--- src/sv/pte_pkg.sv ---
package pte_pkg;

    localparam int TABLE_DEPTH = 64;
    localparam int ADDR_W      = $clog2(TABLE_DEPTH);
    localparam int CNT_W       = $clog2(TABLE_DEPTH + 1);
    localparam logic [7:0] STEP_MAX = 8'd205;

    typedef enum logic [1:0] {
        OP_SPAWN  = 2'd0,
        OP_TICK   = 2'd1,
        OP_RENDER = 2'd2,
        OP_CLEAR  = 2'd3
    } t_op;

    localparam logic [1:0] ST_OK    = 2'd0;
    localparam logic [1:0] ST_DROP  = 2'd1;
    localparam logic [1:0] ST_EMPTY = 2'd2;

    // one stored particle
    typedef struct packed {
        logic signed [15:0] pos_x;
        logic signed [15:0] pos_y;
        logic signed [15:0] vel_x;
        logic signed [15:0] vel_y;
        logic [15:0]        life;
        logic [15:0]        max_life;
        logic [7:0]         red;
        logic [7:0]         green;
        logic [7:0]         blue;
        logic [7:0]         opacity;
        logic [7:0]         side;
    } t_entry;

    // request to the alpha divider
    typedef struct packed {
        logic        start;
        logic [23:0] num;
        logic [15:0] den;
    } t_div_req;

    // vel * step / 16384, rounded half away from zero
    function automatic logic signed [10:0] round_move(input logic signed [24:0] p);
        logic [24:0] m;
        logic [24:0] q;
        m = p[24] ? 25'(-p) : 25'(p);
        q = (m + 25'd8192) >> 14;
        round_move = p[24] ? 11'(-$signed({1'b0, q[9:0]})) : $signed({1'b0, q[9:0]});
    endfunction

    function automatic logic signed [15:0] sat16(input logic signed [17:0] v);
        if (v > 18'sd32767) begin
            sat16 = 16'sh7fff;
        end else if (v < -18'sd32768) begin
            sat16 = 16'sh8000;
        end else begin
            sat16 = v[15:0];
        end
    endfunction

    // whole pixels, truncated toward zero
    function automatic logic [11:0] to_pixel(input logic signed [15:0] v);
        logic signed [11:0] t;
        t = v[15:4];
        if (v[15] && (v[3:0] != 4'd0)) begin
            t = t + 12'sd1;
        end
        to_pixel = t;
    endfunction

endpackage

--- src/sv/pte_alpha_div.sv ---
module pte_alpha_div
    import pte_pkg::*;
(
    input  logic       i_clk,
    input  logic       i_rst_n,
    input  t_div_req   i_req,
    output logic       o_done,
    output logic [7:0] o_quot
);
    logic [15:0] r_rem;
    logic [7:0]  r_lo;
    logic [15:0] r_den;
    logic [3:0]  r_cnt;
    logic        r_busy;
    logic        r_done;
    logic [16:0] n_try;

    // quotient fits 8 bits, so start with the upper numerator as remainder
    assign n_try = {r_rem, r_lo[7]};

    always_ff @(posedge i_clk) begin
        if (!i_rst_n) begin
            r_busy <= 1'b0;
            r_done <= 1'b0;
            r_cnt  <= '0;
        end else begin
            r_done <= 1'b0;
            if (i_req.start) begin
                r_rem  <= i_req.num[23:8];
                r_lo   <= i_req.num[7:0];
                r_den  <= i_req.den;
                r_cnt  <= '0;
                r_busy <= 1'b1;
            end else if (r_busy) begin
                // one quotient bit per cycle
                if (n_try >= {1'b0, r_den}) begin
                    r_rem <= 16'(n_try - {1'b0, r_den});
                    r_lo  <= {r_lo[6:0], 1'b1};
                end else begin
                    r_rem <= n_try[15:0];
                    r_lo  <= {r_lo[6:0], 1'b0};
                end
                r_cnt <= r_cnt + 4'd1;
                if (r_cnt == 4'd7) begin
                    r_busy <= 1'b0;
                    r_done <= 1'b1;
                end
            end
        end
    end

    assign o_done = r_done;
    assign o_quot = r_lo;
endmodule

--- config.mk ---
export PLATFORM = sky130hd
export DESIGN_NAME = pte_alpha_div
export DESIGN_NICKNAME = d
export VERILOG_FILES = /design/src/sv/pte_pkg.sv /design/src/sv/pte_alpha_div.sv
export SDC_FILE = /design/constraint.sdc
export NUM_CORES = 1
export LEC_CHECK = 0
export ABC_CLOCK_PERIOD_IN_PS = 3350
export BUFFER_PORTS_ARGS = -buffer_cell sky130_fd_sc_hd__buf_2
export CAP_MARGIN = 30
export CORE_ASPECT_RATIO = 0.75
export CORE_UTILIZATION = 33
export DETAILED_ROUTE_END_ITERATION = 8
export SYNTH_ARGS = -nofsm -noshare
export SYNTH_HDL_FRONTEND = slang
export SYNTH_SLANG_ARGS = --single-unit
export TNS_END_PERCENT = 100
--- constraint.sdc ---
create_clock -name i_clk -period 3.35 [get_ports i_clk]
set_clock_uncertainty 0.1 [all_clocks]
set_input_delay 0.67 -clock i_clk [delete_from_list [all_inputs] [get_ports i_clk]]
set_output_delay 0.67 -clock i_clk [all_outputs]
set_load 0.02 [all_outputs]
==> impl_results.md, run 1 <==
- Status: complete, but fails checks
- Failing checks: DRC
- Power Density: 481 nW/um2
- Reg2reg path depth: 7
- Max_cap viols: 0
- Most common cell after layout, fill and taps aside: buf_2
- Max clock buf depth: 2
- Area Growth Syn to Fin: 17.1%
- Initial Util: 34.6%
- Yosys Warn Count: 0
- Cell leakage power: 0.00140 uW
- Final min period: approximately 2.9 ns
- GRT overflow: 0
- Post-route ant nets: 0
- Port Buf Inserts: 51
- Vias in the first global route: 2,247
- Htree depth: 2
- CP peak stage delay: about 0.6 ns
- Cell Rows: 29
- Setup violators final: 0
- Number of synthesized flops with an enable pin: 40
- Via density: between 5 and 6
- Final Hold Viols: 0
- WHS Path Cells: 2
- Max Slew Vio Count: 0
- Fin Setup TNS: 0 ns
- CTS sink count: 46
- Hold EP: r_cnt[3]
- Post-synth ARST share: 0%
- Die Wd: 112 um
- Flop-to-flop setup slack: around 0.45 ns
- CP max stage cell: o31ai_4
- Gpl congestion: 0.851
- RSZ-0062 raised after global routing: false
- FF-to-FF Start: r_rem[3]
- Reg-to-reg critical path endpoint: r_rem[8]
- Cells after synthesis: 279
- Syn Nets: 340
- Mean area per synthesized cell: 10.7 um2
- CP required: about 3.3 ns
- Post-CTS setup repair buffer count: 0
- Layout cells sized above 1: between 20% and 30%
- Yosys top cell area share: 40.4%
- Reg area: approximately 1300 um2
- Worst slew pin tran: roughly 0.74 ns
- DR WL/cell: 15.3 um
- DP Cell Count: 429
- Detailed placer's ending HPWL: between 4000 and 5000 um
- Fillers: 850
- Root Driver: clkbuf_16
- I/O Pins: 52
- Die Height: 84.2 um
- Tcrit/Tclk final: 86.7%
- CTS resizes: 0
- Primary FF master, synth: edfxtp_1
- Hold buffers post-CTS: 0
- Die footprint: 9390 um2
- First-pass GRT wire length: 11,200 um
- Worst EP arrival: between 2 and 3 ns
- Crit end category: flip-flop
- Largest net degree at the start of global routing: 27
- CP cell instances: ha_1 > a21oi_1 > and2_1 > a21oi_4 > o31ai_4 > a211oi_1 > a311o_1
- Clk_lat worst skew: 0.29 ns
- Clock transition at the registers of the reported paths: 0.07 ns
- DRT Wirelength: 6700 um
- Final hold slack: 0.427 ns
- Netlist Area Pre-Place: 2970 um2
- Nets: 389
- VDD IR max: 0.214 mV
- Initial antenna violation count: 0
- Max Fclk: 344 MHz
- Leading cell types in the layout, fill and taps excluded: buf_2 (51), edfxtp_1 (40), inv_1 (23)
- Total GRT Usage: 15.2%
- Drt first pass iters: 8
- Synth area leader: edfxtp_1
- Synth area leaders: edfxtp_1 (40%), ha_1 (7.2%), dfxtp_1 (4.0%)
- Yosys reg bits: 46
- Crit Path Max Fanout: 13
- CTS Buf Count: 5
- CP Launch Type: flip-flop
- CTS tree: yes
- Post-synth cell types: 57
- Drt drc: 4
- Multi-input logic area: 1490 um2
- First DRT Iteration DRCs: 136
- Slew HR: between 50% and 60%
- Core area: 8600 um2
- Kind of critical path: flip-flop to flip-flop
- Hold_sp: r_cnt[3]
- Sequential fraction of the synthesis area: between 40% and 50%
- Tightest Hold Check Type: flip-flop to flip-flop
- Diodes inserted: 0
- Via Count: 2,313
- Fin cells: 437
==> worst max path at each step <==
stage | slack (ns) | start | endpoint | cells past startpoint
6_report | 0.45 | r_rem[3] | r_rem[8] | 7
5_1_grt | 0.23 | r_rem[0] | r_rem[8] | 7
4_1_cts | 0.44 | r_rem[3] | r_rem[8] | 7
3_5_place_dp | 0.44 | r_rem[3] | r_rem[8] | 7
3_3_place_gp | 0.45 | r_rem[0] | r_rem[8] | 7
2_1_floorplan | 0.67 | o_quot[7] | r_rem[8] | 10
==> stage by stage <==
| stage | power, uW | util (%) | instance area (um2) | setup slack, ns |
|---|---|---|---|---|
| 4_1_cts | 1690 | 40.4 | 3480 | 0.444 |
| 2_1_floorplan | 1060 | - | 2970 | 0.668 |
| 3_5_place_dp | 1170 | 38.7 | 3330 | 0.445 |
| 5_1_grt | 1770 | 40.4 | 3480 | 0.234 |
| 3_3_place_gp | 1170 | 38.7 | 3330 | 0.454 |
| 6_report | 1670 | 40.4 | 3480 | 0.446 |
==> state kept, by name, indices dropped and copies added, names as in the netlist <==
register,flops
r_busy,1
o_done,1
r_rem,16
r_cnt,4
o_quot,8
r_den,16
==> metal layers <==
metal / share of wire, % / up-vias / GRT usage, %
met3: 6.1 / 7 / 4.48
li1: - / 1161 / -
met2: 40 / 67 / 21.1
met4: 1.1 / 0 / 4.42
met5: 0 / - / 0
met1: 52 / 1078 / 22.7
==> area by class of cell <==
cell class	instances	area share, %
Sequential cell	46	38.0
Clock inverter	3	0.683
Multi-Input combinational cell	195	42.8
Inverter	24	2.59
Tap cell	108	3.88
Clock buffer	5	3.60
Timing Repair Buffer	56	8.42
==> cells in the mapped netlist (2+ instances only) <==
cell and n:
a21oi_1 15, o31ai_2 3, nand2_1 20, a21o_1 5, o21ai_0 7, o211ai_1 4
dfxtp_1 6, nor2_1 17, ha_1 17, nand3_1 5, and2_1 5, nand4_1 8
inv_1 23, o41ai_1 2, o21a_1 2, xnor2_1 4, nor3_1 3, a41oi_1 4
o221ai_1 3, xor2_1 8, nand2b_1 5, buf_2 5, mux2_2 7, nor3b_1 2
edfxtp_1 40, a211oi_1 9, o311ai_2 5, o21bai_1 2, clkbuf_1 7, nor2b_1 5
a31oi_1 5
==> power by group <==
part | switching, uW | total, uW | internal, uW
clock | 231 | 512 | 281
sequential | 21.3 | 700 | 679
combinational | 273 | 462 | 189
==> cells by family (layout without fill, tap and decap cells) <==
| family | count (synthesis) | in the layout | synth area share [%] |
|---|---|---|---|
| flops | 46 | 46 | 44.5 |
| fa+ha+maj | 18 | 18 | 7.83 |
| mux | 8 | 8 | 2.99 |
| simple gates | 77 | 77 | 13.5 |
| xor+xnor | 12 | 12 | 3.54 |
| buf+inv | 38 | 88 | 5.39 |
| compound gates | 80 | 80 | 22.3 |
==> worst max-delay path, delay by kind of cell (launching register included) <==
family	cells	cell delay, ns
AO/OA/AOI/OAI	5	1.49
flip-flops	1	0.40
adder cells (fa/ha/maj)	1	0.38
AND/OR/NAND/NOR	1	0.28
No activity file was read; power rests on OpenSTA's default activity.
==> inputs of run 2 (changes only) <==
--- a/config.mk
+++ b/config.mk
@@ -10,6 +10,7 @@
 export CAP_MARGIN = 30
 export CORE_ASPECT_RATIO = 0.75
 export CORE_UTILIZATION = 33
+export CTS_BUF_LIST = sky130_fd_sc_hd__clkbuf_2 sky130_fd_sc_hd__clkbuf_4 sky130_fd_sc_hd__clkbuf_8
 export DETAILED_ROUTE_END_ITERATION = 8
 export SYNTH_ARGS = -nofsm -noshare
 export SYNTH_HDL_FRONTEND = slang
==> impl_results.md, run 2 (synthesized netlist as in run 1, its figures left out) <==
- Diodes inserted: 0 (unchanged)
- Final hold slack: 0.423 ns (-0.00406 ns)
- Fin Setup TNS: 0 ns (unchanged)
- Cell Rows: 29 (unchanged)
- Port Buf Inserts: 51 (unchanged)
- CTS sink count: 46 (unchanged)
- Area Growth Syn to Fin: 15.2%
- Max Slew Vio Count: 0 (unchanged)
- Initial antenna violation count: 0 (unchanged)
- Initial Util: 34.6% (unchanged)
- Gpl congestion: 0.851 (unchanged)
- Die footprint: 9390 um2 (unchanged)
- Tightest Hold Check Type: primary input to flip-flop
- Post-route ant nets: 0 (unchanged)
- CP cell instances: ha_1 > a21oi_1 > and2_1 > a21oi_4 > o31ai_4 > a211oi_1 > a311o_1
- CTS tree: yes
- Critical Path End: r_rem[8]
- Final Hold Viols: 0 (unchanged)
- Die Height: 84.2 um (unchanged)
- Setup violators final: 0 (unchanged)
- Total GRT Usage: 15.1% (-0.094 points)
- Leading cell types in the layout, fill and taps excluded: buf_2 (51), edfxtp_1 (40), inv_1 (23)
- DRT Wirelength: 6690 um (about the same)
- Layout cells sized above 1: 26.7% (unchanged)
- Crit Path Max Fanout: 13 (unchanged)
- Slew HR: 50.8% (-0.12 points)
- Root Driver: clkbuf_8
- Post-CTS setup repair buffer count: 0 (unchanged)
- Max_cap viols: 0 (unchanged)
- Critical Path Stages: 7 (unchanged)
- Most common cell after layout, fill and taps aside: buf_2
- VDD IR max: 0.206 mV (-3.9%)
- CP peak stage delay: 0.61 ns (about the same)
- Largest net degree at the start of global routing: 27 (unchanged)
- Core area: 8600 um2 (unchanged)
- First DRT Iteration DRCs: 155 (+14%)
- Via Count: 2,311 (-0.086%)
- Drt first pass iters: 7 (-1)
- CTS resizes: 0 (unchanged)
- I/O Pins: 52 (unchanged)
- DR WL/cell: 15.3 um (about the same)
- CP Launch Type: flip-flop
- CP delay by family, top: compound AO/OA/AOI/OAI gates
- Crit end category: flip-flop
- Vias in the first global route: 2,249 (+0.089%)
- Reg2reg path depth: 7 (unchanged)
- FF-to-FF Start: r_rem[3]
- Reg-to-reg critical path endpoint: r_rem[8]
- CP Buf/Inv Count: 0 (unchanged)
- Worst slew pin tran: 0.737 ns (+0.00180 ns)
- Max clock buf depth: 2 (unchanged)
- Worst EP arrival: 2.89 ns (+0.04 ns)
- Htree depth: 2 (unchanged)
- Via density: 5.29 (about the same)
- First-pass GRT wire length: 11,200 um (about the same)
- Flop-to-flop setup slack: 0.43 ns (about the same)
- Overall Power: 1530 uW (-8.7%)
- Power Density: 447 nW/um2 (-7.2%)
- CP required: 3.32 ns (+0.02 ns)
- Worst Setup SP: r_rem[3]
- Die Wd: 112 um (unchanged)
- Tcrit/Tclk final: 87.1% (+0.42 points)
- Cell leakage power: 0.00138 uW (-1.8%)
- Final min period: 2.92 ns (+0.0142 ns)
- CTS Buf Count: 5 (unchanged)
- Clk_lat worst skew: 0.31 ns (+0.02 ns)
- Max Fclk: 343 MHz (-0.49%)
- Clock transition at the registers of the reported paths: 0.10 ns (+0.03 ns)
- Status: complete, but fails checks
- Drt drc: 4 (unchanged)
- Detailed placer's ending HPWL: 4870 um (unchanged)
- Kind of critical path: flip-flop to flip-flop
- Fillers: 854 (+0.47%)
- RSZ-0062 raised after global routing: false
- CP max stage cell: o31ai_4
- Failing checks: DRC
- Hold buffers post-CTS: 0 (unchanged)
- Nets: 389 (unchanged)
- GRT overflow: 0 (unchanged)
-- run 2: metrics by stage --
stage	util (%)	instances	instance area, um2	setup slack [ns]
3_5_place_dp	38.7	429	3330	0.445
4_1_cts	39.8	437	3420	0.438
3_3_place_gp	38.7	429	3330	0.454
6_report	39.8	437	3420	0.432
5_1_grt	39.8	437	3420	0.228
2_1_floorplan	-	279	2970	0.668
-- run 2: report_power, final --
group          switching [uW]  internal (uW)
Combinational             273            190
Clock                     214            152
Sequential               21.1            678
Total                     509           1020
-- run 2: worst min-delay path by stage --
stage / from / to / slack, ns / cells after the start
final: i_req[2] / r_den[2] / 0.42 / 1
after global routing: i_req[3] / r_den[3] / 0.41 / 1
after CTS: i_req[9] / r_den[9] / 0.41 / 1
after detailed placement: r_cnt[3] / r_cnt[3] / 0.41 / 2
after global placement: r_cnt[3] / r_cnt[3] / 0.40 / 2
after floorplan: r_cnt[3] / r_cnt[3] / 0.38 / 2
-- run 2: cell type report --
class	count	area [um2]	area share (%)
sequential	46	1320	38.6
clock buffer	5	68.8	2.01
inverter	24	90.1	2.63
multi-input combinational	195	1490	43.5
clock inverter	3	23.8	0.695
tap	108	135	3.95
timing repair buffer	56	293	8.56
-- run 2: metal layers --
metal  wire length [um]  track usage (%)  part of all wire [%]
met4                 47             3.69                  0.70
met5                  0                0                     0
met1               3450             22.7                    52
met2               2710             21.1                    41
met3                479             4.48                   7.2
